File: src/design/edq_pkg.sv
// edq_pkg: shared constants for the edge-qualified input debouncer
// holds trigger mode codes, register indexes and reset values
// no dependencies
package edq_pkg;

    // trigger mode codes
    localparam logic [1:0] MODE_ANY  = 2'd0;
    localparam logic [1:0] MODE_RISE = 2'd1;
    localparam logic [1:0] MODE_FALL = 2'd2;

    // configuration register indexes
    localparam int unsigned CFG_INDEX_BITS = 2;
    localparam logic [CFG_INDEX_BITS-1:0] CFG_TRIGGER_MODE = 2'd0;
    localparam logic [CFG_INDEX_BITS-1:0] CFG_INVERT       = 2'd1;
    localparam logic [CFG_INDEX_BITS-1:0] CFG_FILTER_TICKS = 2'd2;

    // register widths and reset values
    localparam int unsigned CFG_DATA_BITS     = 16;
    localparam int unsigned FILTER_TICKS_BITS = 16;
    localparam logic [FILTER_TICKS_BITS-1:0] FILTER_TICKS_RESET = 16'd50;

endpackage

File: src/design/edge_debounce_input_qualifier_core.sv
// edge_debounce_input_qualifier_core: one pin sample per item, edge-qualified debounce
// a result item is registered and is visible in the cycle after the item that causes it is accepted
// throughput: one item per cycle; all work sits between the input port and the result register
// in_ready drops only while a result waits and out_ready is low
// reset: asynchronous, active low; clears the countdown, edge history and the result register
// depends on edq_pkg
module edge_debounce_input_qualifier_core #(
    parameter int unsigned FILTER_COUNT_BITS = 16
) (
    input  logic                                  clk,
    input  logic                                  rst_n,
    // item input channel
    input  logic                                  in_valid,
    output logic                                  in_ready,
    input  logic                                  pin_level,
    // result channel
    output logic                                  out_valid,
    input  logic                                  out_ready,
    output logic                                  reported_level,
    // configuration write channel
    input  logic                                  cfg_valid,
    output logic                                  cfg_ready,
    input  logic [edq_pkg::CFG_INDEX_BITS-1:0]    cfg_index,
    input  logic [edq_pkg::CFG_DATA_BITS-1:0]     cfg_data
);

    localparam logic [FILTER_COUNT_BITS-1:0] COUNT_MAX = '1;
    localparam logic [FILTER_COUNT_BITS-1:0] COUNT_ONE = FILTER_COUNT_BITS'(1);

    // configuration registers
    logic [1:0]                                trigger_mode_reg;
    logic                                      invert_reg;
    logic [edq_pkg::FILTER_TICKS_BITS-1:0]     filter_ticks_reg;

    // debounce state
    logic                                      previous_sample_reg;
    logic                                      captured_level_reg;
    logic [FILTER_COUNT_BITS-1:0]              filter_count_reg;
    logic                                      filter_armed_reg;

    // result register
    logic                                      out_valid_reg;
    logic                                      reported_level_reg;

    // next values
    logic                                      previous_sample_next;
    logic                                      captured_level_next;
    logic [FILTER_COUNT_BITS-1:0]              filter_count_next;
    logic                                      filter_armed_next;
    logic                                      out_valid_next;
    logic                                      reported_level_next;

    // combinational work
    logic                                      accept;
    logic                                      rise;
    logic                                      fall;
    logic                                      qualifies;
    logic [31:0]                               ticks_wide;
    logic                                      ticks_over;
    logic [FILTER_COUNT_BITS-1:0]              load_value;
    logic [FILTER_COUNT_BITS-1:0]              count_dec;
    logic                                      report;
    logic                                      level;

    // a new item enters whenever the result slot is free or being emptied
    assign in_ready  = !out_valid_reg || out_ready;
    assign accept    = in_valid && in_ready;
    assign cfg_ready = 1'b1;

    assign out_valid      = out_valid_reg;
    assign reported_level = reported_level_reg;

    // countdown load value: zero counts as one, saturate if the counter is narrow
    assign ticks_wide = 32'(filter_ticks_reg);
    always_comb
    begin
        if (FILTER_COUNT_BITS >= 32)
        begin
            ticks_over = 1'b0;
        end
        else
        begin
            ticks_over = |(ticks_wide >> FILTER_COUNT_BITS);
        end
        if (filter_ticks_reg == '0)
        begin
            load_value = COUNT_ONE;
        end
        else if (ticks_over)
        begin
            load_value = COUNT_MAX;
        end
        else
        begin
            load_value = ticks_wide[FILTER_COUNT_BITS-1:0];
        end
    end

    // edge detect against the previous sample
    assign rise = pin_level && !previous_sample_reg;
    assign fall = !pin_level && previous_sample_reg;

    always_comb
    begin
        case (trigger_mode_reg)
            edq_pkg::MODE_ANY:  qualifies = rise || fall;
            edq_pkg::MODE_RISE: qualifies = rise;
            edq_pkg::MODE_FALL: qualifies = fall;
            default:            qualifies = 1'b0;
        endcase
    end

    // countdown step, holds at zero
    assign count_dec = filter_count_reg - FILTER_COUNT_BITS'(filter_count_reg != '0);

    // level check when the countdown runs out, using the mode in force now
    always_comb
    begin
        case (trigger_mode_reg)
            edq_pkg::MODE_ANY:
            begin
                report = 1'b1;
                level  = captured_level_reg;
            end
            edq_pkg::MODE_RISE:
            begin
                report = pin_level;
                level  = 1'b1;
            end
            edq_pkg::MODE_FALL:
            begin
                report = !pin_level;
                level  = 1'b0;
            end
            default:
            begin
                report = 1'b0;
                level  = 1'b0;
            end
        endcase
    end

    // next state for one accepted item
    always_comb
    begin
        previous_sample_next = previous_sample_reg;
        captured_level_next  = captured_level_reg;
        filter_count_next    = filter_count_reg;
        filter_armed_next    = filter_armed_reg;
        out_valid_next       = out_valid_reg && !out_ready;
        reported_level_next  = reported_level_reg;
        if (accept)
        begin
            previous_sample_next = pin_level;
            if (qualifies)
            begin
                // qualifying edge restarts the countdown
                captured_level_next = pin_level;
                filter_count_next   = load_value;
                filter_armed_next   = 1'b1;
            end
            else if (filter_armed_reg)
            begin
                filter_count_next = count_dec;
                if (count_dec == '0)
                begin
                    filter_armed_next = 1'b0;
                    if (report)
                    begin
                        out_valid_next      = 1'b1;
                        reported_level_next = level ^ invert_reg;
                    end
                end
            end
        end
    end

    // configuration writes
    always_ff @(posedge clk or negedge rst_n)
    begin
        if (!rst_n)
        begin
            trigger_mode_reg <= edq_pkg::MODE_ANY;
            invert_reg       <= 1'b0;
            filter_ticks_reg <= edq_pkg::FILTER_TICKS_RESET;
        end
        else if (cfg_valid && cfg_ready)
        begin
            case (cfg_index)
                edq_pkg::CFG_TRIGGER_MODE: trigger_mode_reg <= cfg_data[1:0];
                edq_pkg::CFG_INVERT:       invert_reg       <= cfg_data[0];
                edq_pkg::CFG_FILTER_TICKS:
                    filter_ticks_reg <= cfg_data[edq_pkg::FILTER_TICKS_BITS-1:0];
                default: ;
            endcase
        end
    end

    // debounce state and result register
    always_ff @(posedge clk or negedge rst_n)
    begin
        if (!rst_n)
        begin
            previous_sample_reg <= 1'b0;
            captured_level_reg  <= 1'b0;
            filter_count_reg    <= '0;
            filter_armed_reg    <= 1'b0;
            out_valid_reg       <= 1'b0;
            reported_level_reg  <= 1'b0;
        end
        else
        begin
            previous_sample_reg <= previous_sample_next;
            captured_level_reg  <= captured_level_next;
            filter_count_reg    <= filter_count_next;
            filter_armed_reg    <= filter_armed_next;
            out_valid_reg       <= out_valid_next;
            reported_level_reg  <= reported_level_next;
        end
    end

endmodule

File: config.mk
export PLATFORM = sky130hd
export DESIGN_NAME = edge_debounce_input_qualifier_core
export DESIGN_NICKNAME = d
export VERILOG_FILES = /design/src/design/edq_pkg.sv /design/src/design/edge_debounce_input_qualifier_core.sv
export SDC_FILE = /design/constraint.sdc
export NUM_CORES = 1
export LEC_CHECK = 0
export ABC_CLOCK_PERIOD_IN_PS = 3100
export BUFFER_PORTS_ARGS = -buffer_cell sky130_fd_sc_hd__clkbuf_2
export CORE_MARGIN = 4
export CORE_UTILIZATION = 30
export DETAILED_ROUTE_END_ITERATION = 10
export PLACE_DENSITY = 0.6
export SYNTH_ARGS = -nofsm -noshare
export SYNTH_HDL_FRONTEND = slang
export SYNTH_SLANG_ARGS = --single-unit
File: constraint.sdc
create_clock -name clk -period 3.1 [get_ports clk]
set_input_delay 0.31 -clock clk [delete_from_list [all_inputs] [get_ports clk]]
set_output_delay 0.31 -clock clk [all_outputs]
set_load 0.03 [all_outputs]
# Yosys cells after proc, flatten, opt, wreduce, memory -nomap -nowiden
# Cells that the tools add are included.
dict set report totals {
  ff_bits 40
  latchBits 0
  ram_bits 0
  mem_bits_ro 0
  input_bits 24
  out_inout_bits 4
  elab_cells 52
  memories 0
}
dict set report classes {
  addsub 1
  n_mul 0
  div 0
  order_cmp 0
  n_eq_ne 4
  n_shift 0
  muxes 14
  n_bitwise 2
  reduce_logical 22
}
# cell count
set op_table {}
lappend op_table {{$mux 16} 3}
lappend op_table {{$logic_not 16->1} 2}
lappend op_table {{$reduce_bool 16->1} 1}
lappend op_table {{$sub 16x1->16} 1}
lappend op_table {{$reduce_and 2->1} 5}
lappend op_table {{$mux 1} 8}
lappend op_table {{$pmux 1 s3} 2}
lappend op_table {{$reduce_and 5->1} 1}
lappend op_table {{$eq 2x1->1 const B} 2}
lappend op_table {{$eq 2x2->1 const B} 2}
lappend op_table {{$logic_and 1x1->1} 4}
lappend op_table {{$logic_not 1->1} 4}
lappend op_table {{$logic_not 2->1} 2}
lappend op_table {{$logic_or 1x1->1} 2}
lappend op_table {{$pmux 1 s2} 1}
lappend op_table {{$reduce_bool 2->1} 1}
lappend op_table {{$not 1->1} 1}
lappend op_table {{$xor 1x1->1} 1}

# Logic depth before layout (Yosys ltp)
dict set report logic_depth {
  depth_word 7
  mapped_depth 14
}

# Worst setup path after synthesis
# Ideal clock, no wire load.
dict set report synth_timing {
  kind {register to register}
  from {reg filter_count_reg[8]}
  to {reg reported_level_reg (netlist: reported_level)}
  setup_ns 0.128
  arrival_ns 2.914
  path_slack_ns 0.059
  stages_incl_launch_ff 14
  path_buffers 1
  period_less_slack_ns 3.041
  path_cell_list {dfrtp_1 -> nor4_2 -> nand2_1 -> nor3_1 -> nand3_1 -> ha_1 -> ha_1 -> clkbuf_1 -> nor2b_1 -> a41oi_1 -> nand2_1 -> a211oi_2 -> nand4_1 -> mux2_1}
}
dict set report synth_between {
  elab_chain_len 4
}
# element line
set synth_lines {}
lappend synth_lines {{start, declared} edge_debounce_input_qualifier_core.sv:38} ;# logic [FILTER_COUNT_BITS-1:0] filter_count_reg;
lappend synth_lines {{start signal, assigned} edge_debounce_input_qualifier_core.sv:215} ;# filter_count_reg <= filter_count_next;
lappend synth_lines {{$reduce_bool 16->1} edge_debounce_input_qualifier_core.sv:114} ;# assign count_dec = filter_count_reg - FILTER_COUNT_BITS'(filter_count_reg != '0);
lappend synth_lines {{$sub 16x1->16 *} edge_debounce_input_qualifier_core.sv:114}
lappend synth_lines {{$logic_not 16->1 *} edge_debounce_input_qualifier_core.sv:165} ;# if (count_dec == '0)
lappend synth_lines {{$reduce_and 5->1 (no line) *} -}
lappend synth_lines {{end signal, assigned} edge_debounce_input_qualifier_core.sv:218} ;# reported_level_reg <= reported_level_next;
lappend synth_lines {{end, declared} edge_debounce_input_qualifier_core.sv:43} ;# logic reported_level_reg;
# Mark *: on every way between the ends. The rest lies on a longest branch, timed or not.
# A chain may end at the register's enable or synchronous reset.

# Worst setup path after layout
dict set report layout_timing {
  from {reg filter_count_reg[9]}
  to {reg reported_level_reg (netlist: reported_level)}
}
# Same word-level chain as after synthesis.

==> reports/metrics.yaml <==
worstSetupPathType: "flop to flop"
n_antenna_cell: 0
cp.arrival_ns: 3.00
path_cells: "nor4_4, nand2_1, nor3_2, nand3_1, ha_1, ha_1, nor2b_1, a41oi_1, nand2_1, a211oi_2, nand4_1, mux2_1"
drt-vias-per-instance: 5.40
synth_edf_count: 0
syn_avg_cell_area_sq_um: 9.62
core_sq_um: 7370
skew_ns: 0.00564
worst_setup_path_start_kind: "flop"
htreeDepth: 2
final-hold-violation-count: 0
place_inst: 366
syn_inst: 241
slowest_delay_ns: 0.47
globalplace.congestion: 0.887
worst_path_max_delay_cell: "dfrtp_2"
grt_pass1_wl_um: 10100
fillCellCount: 771
max_freq_mhz: 354
die-height_um: 95.9
ys.flop_type: "dfrtp_1"
port_buffers: 26
ant_nets: 0
fin_nets: 302
ys_types: 55
slew_headroom: 0.333
grt_util_all_layers: 0.139
first_global_vias: 2018
setup_tns_ns: 0
cts_buffers: 5
async_flop_share: 1.00
insertion_delay_ns: 0.29
drive_above_1_share: 0.287
crit_buf_inv: 0
maxSlewViolCount: 0
cts.sinks: 40
whs_ns: 0.172
hold_class: "input port to asynchronous set/reset pin"
drt-initial-drc-count: 111
drc: 0
power.static_leakage_nw: 1.11
die-area_sq_um: 9200
layout.cells.most_common: "dfrtp_1"
io_pins: 28
cp.required_ns: 3.27
cts.path.max_buffers: 2
grt_overflow: 0
rows: 31
power-per-cell-area_nw_per_um2: 786
cts_tree: "built"
ys_ff_latch: 40
ys_seq_area_frac: 0.433
crit_fanout: 7
wire_per_inst_um: 15.3
post_cts_buffers: 0
vdd_ir_drop_max_v: 0.000397
layout.cells.non_filler: 374
synth.net_count: 269
antenna_found_initial: 0
first_pass_iters: 4
cap_violations: 0
grt_max_degree: 41
status: "completed"
die_w_um: 95.9
finalSetupViolCount: 0
cp_top_family: "simple AND/OR/NAND/NOR gates"
utilization: 0.370
wirelength_um: 5730
num_vias: 2018
rsz0062_at_grt: "no"
tightest_slew_ns: 1.00
initial_utilization: 0.315
finalCritPeriodShare: 0.912
netlist_area_sq_um: 2320
synthToLayoutAreaGrowth_pct: 17.5
clkTransAtPathRegs_ns: 0.08
final_cell_mix: "35 x dfrtp_1, 26 x clkbuf_2, 22 x o21ai_1"
yosys_warnings: 0
crit_path_end_kind: "flop"
cts-root-buf: "clkbuf_8"
fin_crit_ns: 2.83
dp_hpwl_um: 4350
worst paths after layout:
| check | from | to | slack (ns) | cells after the start |
|---|---|---|---|---|
| setup / recovery | filter_count_reg[9] | reported_level | 0.27 | 12 |
| hold / removal | rst_n | captured_level_reg | 0.17 | 1 |
| setup reg to reg | filter_count_reg[9] | reported_level | 0.27 | 12 |
| hold reg to reg | captured_level_reg | captured_level_reg | 0.50 | 2 |
| max in group asynchronous | rst_n | filter_count_reg[9] | 2.24 | 1 |
| min in group clk | cfg_data[3] | filter_ticks_reg[3] | 0.24 | 2 |
through the flow:
| stage | area, sq um | power [mW] | setup slack (ns) |
|---|---|---|---|
| after CTS | 2700 | 2.12 | 0.144 |
| after global routing | 2720 | 2.31 | 0.0142 |
| after floorplan | 2320 | 1.46 | 0.0587 |
| final | 2720 | 2.14 | 0.273 |
| after global placement | 2610 | 1.75 | 0.277 |
| after detailed placement | 2610 | 1.76 | 0.160 |
report_power, final:
group          leakage [nW]  internal, mW  switching, mW  total (mW)
Sequential            0.476         0.684          0.206       0.890
Clock                0.0414         0.160          0.184       0.344
Combinational         0.590         0.400          0.506       0.906
layer usage:
metal  GRT usage  routed length, um
met4      0.0545                 86
met1       0.194               2560
met3      0.0219                442
met5           0                  0
met2       0.213               2640
kinds of logic after synthesis:
logic type,after synthesis,share of synthesized area
AND/OR/NAND/NOR,80,0.192
buffers and inverters,19,0.0329
flip-flops,40,0.433
XOR/XNOR,3,0.0113
AO/OA/AOI/OAI,73,0.206
multiplexers,21,0.101
other,1,0.00162
adder cells (fa/ha/maj),4,0.0216
cells in the mapped netlist (all sizes together), types with 2 or more instances:
cell type / instances / share of area
nand4: 4 / 0.011
nor4: 10 / 0.030
o22ai: 3 / 0.0081
nor3b: 3 / 0.0097
nor2b: 5 / 0.013
a21o: 2 / 0.0065
clkbuf: 9 / 0.015
nand3b: 3 / 0.0097
ha: 4 / 0.022
xnor2: 2 / 0.0076
or4: 2 / 0.0081
inv: 7 / 0.011
a22oi: 8 / 0.026
mux2: 20 / 0.097
dfrtp: 37 / 0.40
a41oi: 2 / 0.0076
nand2: 13 / 0.022
nor2: 20 / 0.032
buf: 3 / 0.0070
a21oi: 16 / 0.035
o21ai: 26 / 0.056
nor3: 8 / 0.022
nand2b: 4 / 0.011
nand3: 3 / 0.0065
a32oi: 2 / 0.0076
a211oi: 3 / 0.014
dfstp: 3 / 0.034
final cells by class:
cell class                      count  area, sq um  area share
Tap cell                           99          124      0.0455
Sequential cell                    40         1010       0.370
Clock inverter                      2         16.3     0.00597
Clock buffer                        6         72.6      0.0266
Multi-Input combinational cell    182         1260       0.462
Inverter                            7         26.3     0.00965
Timing Repair Buffer               38          220      0.0808
worst reg2reg max path: cells and delay by family, from the launching register on:
kind / cells / cell delay [ns]
AND/OR/NAND/NOR: 7 / 1.06
flip-flops: 1 / 0.47
adder cells (fa/ha/maj): 2 / 0.45
AO/OA/AOI/OAI: 2 / 0.39
multiplexers: 1 / 0.34
timing repair:
action | 4_1_cts | 5_1_grt
gates resized for setup | 0 | 5
hold buffers | 0 | 0
setup endpoints to repair | 0 | 1
Note: power is estimated with default switching activity, not from simulation.
